### src/rtl/avcc_pkg.sv
// Shared types, codes and constants of the AVCC to Annex B converter.
package avcc_pkg;

  // Front parser phase
  typedef enum logic [2:0] {
    PH_IDLE,
    PH_PREFIX,
    PH_NAL_FIRST,
    PH_NAL_BODY,
    PH_DRAIN
  } phase_t;

  // Header that precedes the data of one command
  typedef enum logic [1:0] {
    HDR_NONE,
    HDR_AUD,   // start code plus access unit delimiter, six bytes
    HDR_SC     // start code only, four bytes
  } hdr_t;

  // Input kinds
  localparam logic KIND_START = 1'b0;
  localparam logic KIND_BYTE  = 1'b1;

  // Sample status codes
  localparam logic [1:0] ST_OK      = 2'd0;
  localparam logic [1:0] ST_TRUNC   = 2'd1;
  localparam logic [1:0] ST_OVERRUN = 2'd2;

  // NAL unit types
  localparam logic [4:0] NAL_SPS = 5'd7;
  localparam logic [4:0] NAL_PPS = 5'd8;
  localparam logic [4:0] NAL_AUD = 5'd9;

  // Header bytes
  localparam logic [7:0] SC_ZERO     = 8'h00;
  localparam logic [7:0] SC_LAST     = 8'h01;
  localparam logic [7:0] AUD_HEADER  = 8'h09;
  localparam logic [7:0] AUD_PAYLOAD = 8'hF0;

  localparam logic [2:0] AUD_HDR_LAST = 3'd5;
  localparam logic [2:0] SC_HDR_LAST  = 3'd3;

  // Prefix size limits
  localparam logic [2:0] PFX_MIN   = 3'd1;
  localparam logic [2:0] PFX_MAX   = 3'd4;
  localparam logic [2:0] PFX_RESET = 3'd4;

  // Command queue between parser and output sequencer
  localparam int CMDQ_DEPTH = 4;
  localparam int CMDQ_AW    = $clog2(CMDQ_DEPTH);

  // One command: optional header, optional data byte, optional status
  typedef struct packed {
    hdr_t       hdr;
    logic       byte_en;
    logic [7:0] data;
    logic       stat_en;
    logic [1:0] stat;
  } cmd_t;

  // Byte of a header at a given position
  function automatic logic [7:0] hdr_byte(input logic [2:0] idx);
    logic [7:0] b;
    case (idx)
      3'd3:    b = SC_LAST;
      3'd4:    b = AUD_HEADER;
      3'd5:    b = AUD_PAYLOAD;
      default: b = SC_ZERO;
    endcase
    return b;
  endfunction

endpackage

### src/rtl/avcc_cmdq.sv
// Short command queue between the parser front and the output back.
module avcc_cmdq (
  input  logic            clk,
  input  logic            rst_n,
  input  logic            push,
  input  avcc_pkg::cmd_t  push_cmd,
  output logic            full,
  input  logic            pop,
  output logic            head_valid,
  output avcc_pkg::cmd_t  head_cmd
);

  avcc_pkg::cmd_t mem_r [avcc_pkg::CMDQ_DEPTH];

  logic [avcc_pkg::CMDQ_AW-1:0] wr_ptr_r, wr_ptr_nxt;
  logic [avcc_pkg::CMDQ_AW-1:0] rd_ptr_r, rd_ptr_nxt;
  logic [avcc_pkg::CMDQ_AW:0]   cnt_r, cnt_nxt;
  logic                         do_push, do_pop;

  assign full       = (cnt_r == (avcc_pkg::CMDQ_AW + 1)'(avcc_pkg::CMDQ_DEPTH));
  assign head_valid = (cnt_r != '0);
  assign head_cmd   = mem_r[rd_ptr_r];
  assign do_push    = push && !full;
  assign do_pop     = pop && head_valid;

  // Pointer and fill count update
  always_comb begin
    wr_ptr_nxt = wr_ptr_r;
    rd_ptr_nxt = rd_ptr_r;
    cnt_nxt    = cnt_r;
    if (do_push) begin
      wr_ptr_nxt = wr_ptr_r + 1'b1;
    end
    if (do_pop) begin
      rd_ptr_nxt = rd_ptr_r + 1'b1;
    end
    case ({do_push, do_pop})
      2'b10:   cnt_nxt = cnt_r + 1'b1;
      2'b01:   cnt_nxt = cnt_r - 1'b1;
      default: cnt_nxt = cnt_r;
    endcase
  end

  always_ff @(posedge clk) begin
    if (!rst_n) begin
      wr_ptr_r <= '0;
      rd_ptr_r <= '0;
      cnt_r    <= '0;
    end else begin
      wr_ptr_r <= wr_ptr_nxt;
      rd_ptr_r <= rd_ptr_nxt;
      cnt_r    <= cnt_nxt;
    end
  end

  // Storage, no reset
  always_ff @(posedge clk) begin
    if (do_push) begin
      mem_r[wr_ptr_r] <= push_cmd;
    end
  end

endmodule

### src/rtl/avcc_front.sv
// Parser front: takes items, tracks prefix and NAL state, issues commands.
module avcc_front #(
  parameter int SAMPLE_LENGTH_BITS = 24
) (
  input  logic                          clk,
  input  logic                          rst_n,
  input  logic                          cfg_valid,
  input  logic [2:0]                    cfg_data,
  input  logic                          in_valid,
  output logic                          in_ready,
  input  logic                          in_kind,
  input  logic [7:0]                    in_data_byte,
  input  logic [SAMPLE_LENGTH_BITS-1:0] in_sample_length,
  input  logic                          in_drop_param_sets,
  input  logic                          q_full,
  output logic                          q_push,
  output avcc_pkg::cmd_t                q_cmd
);

  localparam int LW = SAMPLE_LENGTH_BITS;

  avcc_pkg::phase_t phase_r, phase_nxt;
  logic [2:0]    lpb_r;
  logic [LW-1:0] sl_r, sl_nxt;
  logic [31:0]   acc_r, acc_nxt;
  logic [2:0]    seen_r, seen_nxt;
  logic [LW-1:0] nal_r, nal_nxt;
  logic          dropping_r, dropping_nxt;
  logic          flag_r, flag_nxt;

  logic          fire;
  logic [2:0]    psize;
  logic [LW-1:0] sl_dec;
  logic [31:0]   acc_new;
  logic [2:0]    seen_inc;
  logic          pfx_done;
  logic [LW-1:0] nal_dec;
  logic [4:0]    unit_type;
  logic          drop_now;
  logic [LW-1:0] bnd_sl;
  logic          bnd_zero;
  logic          bnd_trunc;
  logic          ev_bnd, ev_ovr, ev_nal;

  assign in_ready = !q_full;
  assign fire     = in_valid && in_ready;

  // Effective prefix size, clamped to 1..4
  always_comb begin
    if (lpb_r < avcc_pkg::PFX_MIN) begin
      psize = avcc_pkg::PFX_MIN;
    end else if (lpb_r > avcc_pkg::PFX_MAX) begin
      psize = avcc_pkg::PFX_MAX;
    end else begin
      psize = lpb_r;
    end
  end

  // Per-byte arithmetic
  assign sl_dec    = sl_r - 1'b1;
  assign acc_new   = {acc_r[23:0], in_data_byte};
  assign seen_inc  = seen_r + 1'b1;
  assign pfx_done  = (seen_inc >= psize);
  assign nal_dec   = nal_r - 1'b1;
  assign unit_type = in_data_byte[4:0];
  assign drop_now  = (unit_type == avcc_pkg::NAL_AUD) ||
                     (flag_r && ((unit_type == avcc_pkg::NAL_SPS) ||
                                 (unit_type == avcc_pkg::NAL_PPS)));

  // Bytes left as seen at a NAL boundary
  assign bnd_sl    = (in_kind == avcc_pkg::KIND_START) ? in_sample_length : sl_dec;
  assign bnd_zero  = (bnd_sl == '0);
  assign bnd_trunc = (bnd_sl < LW'(psize));

  // Classify the item
  always_comb begin
    ev_bnd = 1'b0;
    ev_ovr = 1'b0;
    ev_nal = 1'b0;
    if (in_kind == avcc_pkg::KIND_START) begin
      ev_bnd = 1'b1;
    end else begin
      case (phase_r)
        avcc_pkg::PH_PREFIX: begin
          if (pfx_done) begin
            if (acc_new == '0) begin
              ev_bnd = 1'b1;
            end else if ({1'b0, acc_new} > 33'(sl_dec)) begin
              ev_ovr = 1'b1;
            end else begin
              ev_nal = 1'b1;
            end
          end
        end
        avcc_pkg::PH_NAL_FIRST, avcc_pkg::PH_NAL_BODY: begin
          if (nal_dec == '0) begin
            ev_bnd = 1'b1;
          end
        end
        default: ;
      endcase
    end
  end

  // Next state
  always_comb begin
    phase_nxt    = phase_r;
    sl_nxt       = sl_r;
    acc_nxt      = acc_r;
    seen_nxt     = seen_r;
    nal_nxt      = nal_r;
    dropping_nxt = dropping_r;
    flag_nxt     = flag_r;
    if (fire) begin
      if (in_kind == avcc_pkg::KIND_START) begin
        sl_nxt       = in_sample_length;
        flag_nxt     = in_drop_param_sets;
        dropping_nxt = 1'b0;
        nal_nxt      = '0;
      end else begin
        case (phase_r)
          avcc_pkg::PH_PREFIX: begin
            acc_nxt  = acc_new;
            seen_nxt = seen_inc;
            sl_nxt   = sl_dec;
            if (ev_ovr) begin
              phase_nxt = (sl_dec == '0) ? avcc_pkg::PH_IDLE : avcc_pkg::PH_DRAIN;
            end
            if (ev_nal) begin
              nal_nxt   = acc_new[LW-1:0];
              phase_nxt = avcc_pkg::PH_NAL_FIRST;
            end
          end
          avcc_pkg::PH_NAL_FIRST: begin
            dropping_nxt = drop_now;
            phase_nxt    = avcc_pkg::PH_NAL_BODY;
            sl_nxt       = sl_dec;
            nal_nxt      = nal_dec;
          end
          avcc_pkg::PH_NAL_BODY: begin
            sl_nxt  = sl_dec;
            nal_nxt = nal_dec;
          end
          avcc_pkg::PH_DRAIN: begin
            sl_nxt = sl_dec;
            if (sl_dec == '0) begin
              phase_nxt = avcc_pkg::PH_IDLE;
            end
          end
          default: ;
        endcase
      end
      // NAL boundary: close the sample or open a new prefix
      if (ev_bnd) begin
        if (bnd_zero) begin
          phase_nxt = avcc_pkg::PH_IDLE;
        end else if (bnd_trunc) begin
          phase_nxt = avcc_pkg::PH_DRAIN;
        end else begin
          phase_nxt = avcc_pkg::PH_PREFIX;
          acc_nxt   = '0;
          seen_nxt  = '0;
        end
      end
    end
  end

  // Command for the back
  always_comb begin
    q_cmd = '0;
    q_cmd.hdr = avcc_pkg::HDR_NONE;
    if (in_kind == avcc_pkg::KIND_START) begin
      q_cmd.hdr = avcc_pkg::HDR_AUD;
    end else begin
      case (phase_r)
        avcc_pkg::PH_NAL_FIRST: begin
          if (!drop_now) begin
            q_cmd.hdr     = avcc_pkg::HDR_SC;
            q_cmd.byte_en = 1'b1;
            q_cmd.data    = in_data_byte;
          end
        end
        avcc_pkg::PH_NAL_BODY: begin
          if (!dropping_r) begin
            q_cmd.byte_en = 1'b1;
            q_cmd.data    = in_data_byte;
          end
        end
        default: ;
      endcase
    end
    if (ev_bnd && (bnd_zero || bnd_trunc)) begin
      q_cmd.stat_en = 1'b1;
      q_cmd.stat    = bnd_zero ? avcc_pkg::ST_OK : avcc_pkg::ST_TRUNC;
    end
    if (ev_ovr) begin
      q_cmd.stat_en = 1'b1;
      q_cmd.stat    = avcc_pkg::ST_OVERRUN;
    end
    q_push = fire && ((q_cmd.hdr != avcc_pkg::HDR_NONE) || q_cmd.byte_en || q_cmd.stat_en);
  end

  always_ff @(posedge clk) begin
    if (!rst_n) begin
      phase_r    <= avcc_pkg::PH_IDLE;
      lpb_r      <= avcc_pkg::PFX_RESET;
      sl_r       <= '0;
      acc_r      <= '0;
      seen_r     <= '0;
      nal_r      <= '0;
      dropping_r <= 1'b0;
      flag_r     <= 1'b0;
    end else begin
      phase_r    <= phase_nxt;
      sl_r       <= sl_nxt;
      acc_r      <= acc_nxt;
      seen_r     <= seen_nxt;
      nal_r      <= nal_nxt;
      dropping_r <= dropping_nxt;
      flag_r     <= flag_nxt;
      if (cfg_valid) begin
        lpb_r <= cfg_data;
      end
    end
  end

endmodule

### src/rtl/avcc_back.sv
// Output back: expands queued commands into stream bytes and status items.
module avcc_back (
  input  logic            clk,
  input  logic            rst_n,
  input  logic            q_valid,
  input  avcc_pkg::cmd_t  q_cmd,
  output logic            q_pop,
  output logic            out_valid,
  input  logic            out_ready,
  output logic [7:0]      out_byte,
  output logic            out_byte_valid,
  output logic            out_end,
  output logic [1:0]      out_status
);

  avcc_pkg::cmd_t cur_r, cur_nxt;
  logic       hdr_left_r, hdr_left_nxt;
  logic       byte_left_r, byte_left_nxt;
  logic       stat_left_r, stat_left_nxt;
  logic [2:0] hidx_r, hidx_nxt;

  logic       ov_r, ov_nxt;
  logic [7:0] ob_r, ob_nxt;
  logic       obv_r, obv_nxt;
  logic       oend_r, oend_nxt;
  logic [1:0] ost_r, ost_nxt;

  logic       advance;
  logic       cur_valid;
  logic [2:0] hdr_last;

  assign advance   = !ov_r || out_ready;
  assign cur_valid = hdr_left_r || byte_left_r || stat_left_r;
  assign hdr_last  = (cur_r.hdr == avcc_pkg::HDR_AUD) ? avcc_pkg::AUD_HDR_LAST
                                                      : avcc_pkg::SC_HDR_LAST;

  // One piece per cycle unless out_ready stalls; refill from queue when spent
  always_comb begin
    cur_nxt       = cur_r;
    hdr_left_nxt  = hdr_left_r;
    byte_left_nxt = byte_left_r;
    stat_left_nxt = stat_left_r;
    hidx_nxt      = hidx_r;
    ov_nxt        = ov_r;
    ob_nxt        = ob_r;
    obv_nxt       = obv_r;
    oend_nxt      = oend_r;
    ost_nxt       = ost_r;
    q_pop         = 1'b0;

    if (advance) begin
      ov_nxt = 1'b0;
      if (cur_valid) begin
        ov_nxt = 1'b1;
        if (hdr_left_r) begin
          ob_nxt   = avcc_pkg::hdr_byte(hidx_r);
          obv_nxt  = 1'b1;
          oend_nxt = 1'b0;
          ost_nxt  = avcc_pkg::ST_OK;
          if (hidx_r == hdr_last) begin
            hdr_left_nxt = 1'b0;
            hidx_nxt     = '0;
          end else begin
            hidx_nxt = hidx_r + 1'b1;
          end
        end else if (byte_left_r) begin
          ob_nxt        = cur_r.data;
          obv_nxt       = 1'b1;
          oend_nxt      = 1'b0;
          ost_nxt       = avcc_pkg::ST_OK;
          byte_left_nxt = 1'b0;
        end else begin
          ob_nxt        = '0;
          obv_nxt       = 1'b0;
          oend_nxt      = 1'b1;
          ost_nxt       = cur_r.stat;
          stat_left_nxt = 1'b0;
        end
      end
    end

    // Load the next command once the current one has nothing left
    if (!(hdr_left_nxt || byte_left_nxt || stat_left_nxt) && q_valid) begin
      q_pop         = 1'b1;
      cur_nxt       = q_cmd;
      hdr_left_nxt  = (q_cmd.hdr != avcc_pkg::HDR_NONE);
      byte_left_nxt = q_cmd.byte_en;
      stat_left_nxt = q_cmd.stat_en;
      hidx_nxt      = '0;
    end
  end

  always_ff @(posedge clk) begin
    if (!rst_n) begin
      hdr_left_r  <= 1'b0;
      byte_left_r <= 1'b0;
      stat_left_r <= 1'b0;
      hidx_r      <= '0;
      ov_r        <= 1'b0;
    end else begin
      hdr_left_r  <= hdr_left_nxt;
      byte_left_r <= byte_left_nxt;
      stat_left_r <= stat_left_nxt;
      hidx_r      <= hidx_nxt;
      ov_r        <= ov_nxt;
    end
  end

  // Payload registers
  always_ff @(posedge clk) begin
    cur_r  <= cur_nxt;
    ob_r   <= ob_nxt;
    obv_r  <= obv_nxt;
    oend_r <= oend_nxt;
    ost_r  <= ost_nxt;
  end

  assign out_valid      = ov_r;
  assign out_byte       = ob_r;
  assign out_byte_valid = obv_r;
  assign out_end        = oend_r;
  assign out_status     = ost_r;

endmodule

### src/rtl/avcc_to_annexb_converter_core.sv
// Top level of the AVCC to Annex B converter: parser, command queue, output back.
//
//  channel | direction | handshake              | content
//  --------+-----------+------------------------+----------------------------------------
//  in_     | slave     | in_tvalid / in_tready  | tuser kind; tdata byte, length, drop
//  out_    | master    | out_tvalid/ out_tready | tdata byte, status; tuser byte flag;
//          |           |                        | tlast end of sample
//  cfg_    | slave     | cfg_valid / cfg_ready  | length prefix size, 3 bits
//
// The parser takes one item per cycle while the 4-entry command queue has room.
// The output register sends one result per cycle while out_tready does not hold it.
// A body byte gives one byte result and a dropped byte none, each plus a status result
// where it closes the sample; a sample start gives up to 7 results, a NAL first byte up to 6.
// Results pass through the command queue, the command register of the back and the output register.
// rst_n is synchronous; it clears the parser state, the queue and the output
// register and sets the prefix size to 4.
// out_tready low holds the output register; the queue fills and in_tready drops.
module avcc_to_annexb_converter_core #(
  parameter int SAMPLE_LENGTH_BITS = 24
) (
  input  logic                clk,
  input  logic                rst_n,
  // configuration
  input  logic                cfg_valid,
  output logic                cfg_ready,
  input  logic [2:0]          cfg_data,     // length_prefix_bytes
  // input items
  input  logic                in_tvalid,
  output logic                in_tready,
  input  logic                in_tuser,     // kind
  input  logic [((SAMPLE_LENGTH_BITS + 9 + 7) / 8) * 8 - 1:0] in_tdata,
                                            // data_byte, sample_length, drop_param_sets
  // result items
  output logic                out_tvalid,
  input  logic                out_tready,
  output logic [15:0]         out_tdata,    // out_byte, status
  output logic                out_tuser,    // byte_valid
  output logic                out_tlast     // end_of_sample
);

  localparam int LW = SAMPLE_LENGTH_BITS;

  logic           q_full;
  logic           q_push;
  avcc_pkg::cmd_t q_push_cmd;
  logic           q_pop;
  logic           q_valid;
  avcc_pkg::cmd_t q_head;
  logic [7:0]     ob;
  logic [1:0]     ost;

  assign cfg_ready = 1'b1;

  avcc_front #(
    .SAMPLE_LENGTH_BITS(SAMPLE_LENGTH_BITS)
  ) u_front (
    .clk                (clk),
    .rst_n              (rst_n),
    .cfg_valid          (cfg_valid),
    .cfg_data           (cfg_data),
    .in_valid           (in_tvalid),
    .in_ready           (in_tready),
    .in_kind            (in_tuser),
    .in_data_byte       (in_tdata[7:0]),
    .in_sample_length   (in_tdata[8 +: LW]),
    .in_drop_param_sets (in_tdata[8 + LW]),
    .q_full             (q_full),
    .q_push             (q_push),
    .q_cmd              (q_push_cmd)
  );

  avcc_cmdq u_cmdq (
    .clk        (clk),
    .rst_n      (rst_n),
    .push       (q_push),
    .push_cmd   (q_push_cmd),
    .full       (q_full),
    .pop        (q_pop),
    .head_valid (q_valid),
    .head_cmd   (q_head)
  );

  avcc_back u_back (
    .clk            (clk),
    .rst_n          (rst_n),
    .q_valid        (q_valid),
    .q_cmd          (q_head),
    .q_pop          (q_pop),
    .out_valid      (out_tvalid),
    .out_ready      (out_tready),
    .out_byte       (ob),
    .out_byte_valid (out_tuser),
    .out_end        (out_tlast),
    .out_status     (ost)
  );

  assign out_tdata = {6'd0, ost, ob};

endmodule

### config.mk
export PLATFORM = sky130hd
export DESIGN_NAME = avcc_to_annexb_converter_core
export DESIGN_NICKNAME = d
export VERILOG_FILES = /design/src/rtl/avcc_pkg.sv /design/src/rtl/avcc_cmdq.sv /design/src/rtl/avcc_front.sv /design/src/rtl/avcc_back.sv /design/src/rtl/avcc_to_annexb_converter_core.sv
export SDC_FILE = /design/constraint.sdc
export NUM_CORES = 1
export LEC_CHECK = 0
export BUFFER_PORTS_ARGS = -buffer_cell sky130_fd_sc_hd__buf_2
export CAP_MARGIN = 20
export CORE_MARGIN = 3
export CORE_UTILIZATION = 29
export CTS_BUF_LIST = sky130_fd_sc_hd__clkbuf_16
export CTS_CLUSTER_DIAMETER = 200
export DETAILED_ROUTE_END_ITERATION = 12
export SYNTH_ARGS = -nofsm -noshare
export SYNTH_HDL_FRONTEND = slang
export SYNTH_SLANG_ARGS = --single-unit
export TNS_END_PERCENT = 1
### constraint.sdc
create_clock -name clk -period 5.6 [get_ports clk]
set_input_delay 0.28 -clock clk [delete_from_list [all_inputs] [get_ports clk]]
set_output_delay 0.28 -clock clk [all_outputs]
set_load 0.01 [all_outputs]
==> reports/results.ini, run 1 <==
[grt]
grt_pass1_wl_um = 43700
grt_usage_pct = 15.0
grt_start_max_net_pins = 45
grt-ovfl-total = 0
grt_pass1_vias = 7989
antenna_found_initial = 0

[clocking]
clkTransAtPathRegs_ns = 0.07
tritoncts = yes
clock-sinks = 179
cts_hold_buffers = 0
cts_buffer_depth = 2
root_buffer = clkbuf_16
cts_buffers = 17
insertion_delay_ns = 0.44
htree_levels = 4

[die]
die_height_um = 193
design.die.area_um2 = 37100
core-area_um2 = 34000
ios = 70
initial_core_util_pct = 29.7
die_w_um = 193
rows = 67

[layout]
nNetsFinal = 1198
final_common_cell = nand2_1
layout_common_cells = nand2_1, dfxtp_1, edfxtp_1
nFillCells = 3478
syn_to_final_growth_pct = 13.4
antenna_cells = 0
drive_gt1_share_pct = 13.2

[logic_synthesis]
synth_top_area_share_pct = 23.8
synth-main-ff-cell = dfxtp_1
synth_cells = 1073
ys_async_sr_fraction_pct = 0
synthTopCellsByArea = edfxtp_1, dfxtp_1, ha_1, nand2_1, a21oi_1
synth.avg_cell_area_um2 = 9.41
synth-edff-count = 80
yosys_warnings = 0
yosysSeqAreaShare_pct = 43.4
synth_top_cell_by_area = edfxtp_1
synth_seq_cells = 179
yosysUniqueCellTypes = 78
syn-cell-area_um2 = 10100

[placed_design]
place_ws_ns = 0.269
place_congestion = 0.877
port_buffers = 55
hpwl_um = 19200

[sta]
hold_viol_final = 0
post-route-period-util_pct = 94.6
min_period_ns = 5.30
slew_violations = 0
fin_ws_ns = 0.301
fin_worst_skew_ns = 0.00914
tns_ns = 0
setup_viol = 0
slew_headroom_pct = 30.9
rsz0062_at_grt = false
fmax_mhz = 189
tightest_slew_ns = 1.03

[power_and_ir_drop]
vdd_drop_max_mv = 0.226
p_int_mw = 2.83
p_comb_share_pct = 32.8
p_leak_nw = 4.23
power_switching_mw = 1.54
switching_share_pct = 35.3
power_density_nw_per_um2 = 381
p_clk_share_pct = 27.9
power_frac_seq_pct = 39.3

[detailed_routing]
wl_per_cell_um = 17.6
drt_pass1_iterations = 5
antenna_left = 0
wl_um = 27500
route.vias.total = 8379
avgViaCountPerCell = 5.35
first_iter_violations = 584
route.detailed.drc = 0

[outcome]
outcome = completed

[worst_setup_path]
start_kind = register
cp.required_ns = 5.96
crit_fanout = 8
crit_arrival_ns = 5.66
critPathKind = reg -> reg
crit_path_end_kind = register

[flow_run]
drv_cap = 0

[worst_hold_path]
hp-class = in -> reg

-- metal layers --
metal,GRT usage [%],vias to the layer above,share of wire (%)
met2,23.3,246,46
met4,4.62,0,1.6
met3,2.91,28,5.3
met5,0,-,0
met1,21.1,4083,47
li1,-,4022,-
-- flip-flops by register name, indices dropped and copies added, names as in the netlist, 2 cells and up, named ones only --
name and cells:
u_front.nal_r 24, u_back.cur_r 12, u_back.out_byte 8, u_back.hidx_r 3
u_front.acc_r 24, u_front.phase_r 3, u_cmdq.rd_ptr_r 2, u_front.sl_r 24
u_front.seen_r 3, u_back.out_status 2, u_cmdq.wr_ptr_r 2, u_cmdq.mem_r 56
u_front.lpb_r 3, u_cmdq.cnt_r 3
-- cell type report --
class | count | area [µm²] | area share, %
clock buffers | 17 | 425 | 3.72
clock inverters | 15 | 156 | 1.37
repair buffers | 84 | 513 | 4.48
multi-input cells | 792 | 5290 | 46.2
well taps | 448 | 561 | 4.90
flip-flops and latches | 179 | 4380 | 38.3
inverters | 31 | 116 | 1.02
-- metrics by stage --
step | utilization, % | instances | total power, mW | hold WS [ns] | area (µm²)
floorplan | - | 1078 | 2.73 | 0.406 | 10100
global placement | 31.9 | 1533 | 3.13 | 0.445 | 10800
detailed placement | 31.9 | 1533 | 3.16 | 0.450 | 10800
CTS | 33.6 | 1565 | 4.38 | 0.0506 | 11400
global route | 33.7 | 1566 | 4.64 | 0.0824 | 11400
finish | 33.7 | 1566 | 4.37 | 0.0651 | 11400
-- power groups by stage --
stage                     clock, mW  combinational, mW  sequential, mW
after floorplan                   0               1.03            1.70
after global placement            0               1.39            1.74
after detailed placement          0               1.41            1.75
after CTS                      1.24               1.42            1.72
after global routing           1.31               1.59            1.74
final                          1.22               1.43            1.72
-- worst max-delay path, cell delays in order (launching register included) --
cell and delay (ns):
dfxtp_1 0.41, nor3_1 0.55, nand2_1 0.38, nor2_1 0.22
nand2_1 0.10, xor2_1 0.17, ha_1 0.21, a21o_1 0.15
a211oi_1 0.24, a211oi_1 0.12, a2111oi_0 0.41, buf_4 0.19
o211ai_1 0.08, o21ai_0 0.27, or4_1 0.25, a31oi_4 0.11
inv_1 0.13, ha_1 0.18, inv_1 0.06, fa_1 0.37
xor2_1 0.16, or3_1 0.29, a21boi_0 0.16
-- synth_stat cells (24+ instances only) --
library cell	number
clkbuf_1	55
ha_1	43
inv_1	31
nor4_1	24
nand2_1	106
o21ai_0	51
nor3_1	34
a21oi_1	72
and2_1	34
nor2_1	79
edfxtp_1	80
dfxtp_1	99
-- final timing paths --
check / end / cells past startpoint / slack [ns] / from
setup / recovery: u_cmdq.cnt_r[2] / 22 / 0.30 / u_front.sl_r[2]
hold / removal: u_front.lpb_r[2] / 3 / 0.07 / cfg_data[2]
setup reg to reg: u_cmdq.cnt_r[2] / 22 / 0.30 / u_front.sl_r[2]
hold reg to reg: u_front.acc_r[19] / 2 / 0.46 / u_front.acc_r[19]
-- what timing repair did --
| item | 4_1_cts | 5_1_grt |
|---|---|---|
| resized for setup | 0 | 3 |
| endpoints found under the setup margin | 0 | 2 |
| buffers inserted | 0 | 0 |
-- cell families after synthesis --
kind of cell,count (synthesis),share of synthesized area [%]
XOR/XNOR,37,3.21
AO/OA/AOI/OAI,278,18.5
adder cells (fa/ha/maj),44,5.53
multiplexers,22,3.92
flip-flops,179,43.4
buffers and inverters,107,4.54
other,2,0.0744
AND/OR/NAND/NOR,404,20.8
Power figures use the tool's default switching activity.
==> inputs of run 2 (changes only) <==
--- a/config.mk
+++ b/config.mk
@@ -12,6 +12,7 @@
 export CTS_BUF_LIST = sky130_fd_sc_hd__clkbuf_16
 export CTS_CLUSTER_DIAMETER = 200
 export DETAILED_ROUTE_END_ITERATION = 12
+export RECOVER_POWER = 100
 export SYNTH_ARGS = -nofsm -noshare
 export SYNTH_HDL_FRONTEND = slang
 export SYNTH_SLANG_ARGS = --single-unit
==> run 2 against run 1 <==
Cell count unchanged. Sequential share of layout area up 0.33 points. Via count up 0.66%. Core utilization down 0.28 points. Critical endpoint unchanged. Largest cell class unchanged. Highest routed layer unchanged. First-iteration DRC count up 9.8%. Count of clock-buffer cells in the layout unchanged.
==> reports/results.ini, run 2 (same netlist as run 1, synthesis figures left out) <==
[outcome]
outcome = completed

[die]
design.die.area_um2 = 37100
die_w_um = 193
ios = 70
die_height_um = 193
rows = 67
core-area_um2 = 34000
initial_core_util_pct = 29.7

[worst_setup_path]
worstRegToRegCells = 22
critPathKind = reg -> reg
r2r_setup_slack_ns = 0.26
cp.required_ns = 5.96
path_cells = nor3_1 > nand2_1 > nor2_1 > nand2_1 > xor2_1 > ha_1 > a21o_1 > a211oi_1 > a211oi_1 > a2111oi_0 > buf_4 > o211ai_1 > o21ai_0 > or4_1 > a31oi_4 > inv_1 > ha_1 > inv_1 > fa_1 > xor2_1 > or3_1 > a21boi_0
crit_slowest_cell = nor3_1
crit_arrival_ns = 5.71
crit_path_end_kind = register
reg2reg_to = u_cmdq.cnt_r[2]
start_kind = register
rr_startpoint = u_front.sl_r[2]
cp_slowest_stage_delay_ns = 0.56
crit_fanout = 8

[sta]
rsz0062_at_grt = false
min_period_ns = 5.34
tightest_slew_ns = 1.29
slew_headroom_pct = 13.1
post-route-period-util_pct = 95.4
tns_ns = 0
fin_worst_skew_ns = 0.00778
fmax_mhz = 187
slew_violations = 0
hold_viol_final = 0
fin_ws_ns = 0.257
setup_viol = 0

[clocking]
tritoncts = yes
htree_levels = 4
clkTransAtPathRegs_ns = 0.07
cts_buffer_depth = 2
clock-sinks = 179
cts_hold_buffers = 0
root_buffer = clkbuf_16
ctsResizeCount = 0
cts_buffers = 17
insertion_delay_ns = 0.44
post_cts_buffers = 0

[power_and_ir_drop]
vdd_drop_max_mv = 0.227
p_leak_nw = 4.13
power_density_nw_per_um2 = 383

[grt]
grt_pass1_wl_um = 43700
grt_usage_pct = 15.0
grt-ovfl-total = 0
grt_start_max_net_pins = 45
grt_pass1_vias = 7989
antenna_found_initial = 0

[layout]
ff_latch_area_um2 = 4380
nNetsFinal = 1198
layout_common_cells = nand2_1, dfxtp_1, edfxtp_1
antenna_cells = 0
nFillCells = 3509
final_common_cell = nand2_1
syn_to_final_growth_pct = 12.5
drive_gt1_share_pct = 11.1
top_register = u_cmdq.mem_r
multiInputGateArea_um2 = 5270
largest_reg_flops = 56

[detailed_routing]
first_iter_violations = 641
route.vias.total = 8434
antenna_left = 0
wl_per_cell_um = 17.6
route.detailed.drc = 0
wl_um = 27600
avgViaCountPerCell = 5.39
drt_pass1_iterations = 6

[worst_hold_path]
whs_path_depth = 3
min_from = cfg_data[2]
hold_end = u_front.lpb_r[2]
hp-class = in -> reg

[placed_design]
place_ws_ns = 0.269
hpwl_um = 19200
port_buffers = 55
place_congestion = 0.877

[flow_run]
drv_cap = 0

## run 2: layer usage
metal,vias up,global-route usage (%),wire (µm)
li1,4027,-,-
met1,4101,21.1,12900
met2,278,23.3,12600
met3,28,2.91,1600
met4,0,4.62,413
met5,-,0,0
## run 2: worst max path at each step
stage | from | end | slack, ns | cells after the start
global placement | u_front.sl_r[0] | u_cmdq.cnt_r[2] | 0.39 | 23
CTS | u_front.sl_r[0] | u_cmdq.cnt_r[2] | 0.23 | 23
floorplan | u_front.sl_r[0] | u_cmdq.cnt_r[2] | 0.67 | 22
finish | u_front.sl_r[2] | u_cmdq.cnt_r[2] | 0.26 | 22
detailed placement | u_front.sl_r[0] | u_cmdq.cnt_r[2] | 0.27 | 23
global route | u_front.sl_r[0] | u_cmdq.mem_r[3][6] | 0.004 | 19
## run 2: critical path, delay by kind of cell (launching register included)
family                   cells  cell delay, ns
AO/OA/AOI/OAI                8            1.57
buffers and inverters        3            0.38
AND/OR/NAND/NOR              6            1.79
adder cells (fa/ha/maj)      3            0.76
flip-flops                   1            0.41
XOR/XNOR                     2            0.33
## run 2: final cells by class
cell class / count / area share, %
inverter: 31 / 1.03
tap: 448 / 4.94
clock inverter: 15 / 1.38
clock buffer: 17 / 3.75
timing repair buffer: 84 / 3.87
multi-input combinational: 792 / 46.4
sequential: 179 / 38.6
## run 2: through the flow
stage / std cells / hold slack, ns / total power, mW / util [%] / instance area, µm²
6_report: 1566 / 0.0655 / 4.34 / 33.4 / 11400
4_1_cts: 1565 / 0.0506 / 4.38 / 33.6 / 11400
5_1_grt: 1566 / 0.0824 / 4.61 / 33.4 / 11400
3_3_place_gp: 1533 / 0.445 / 3.13 / 31.9 / 10800
2_1_floorplan: 1078 / 0.406 / 2.73 / - / 10100
3_5_place_dp: 1533 / 0.450 / 3.16 / 31.9 / 10800
## run 2: where the power goes
group / switching [mW] / internal [mW] / leakage [nW]
clock network: 0.557 / 0.664 / 0.285
registers: 0.136 / 1.58 / 1.59
logic: 0.849 / 0.556 / 2.25
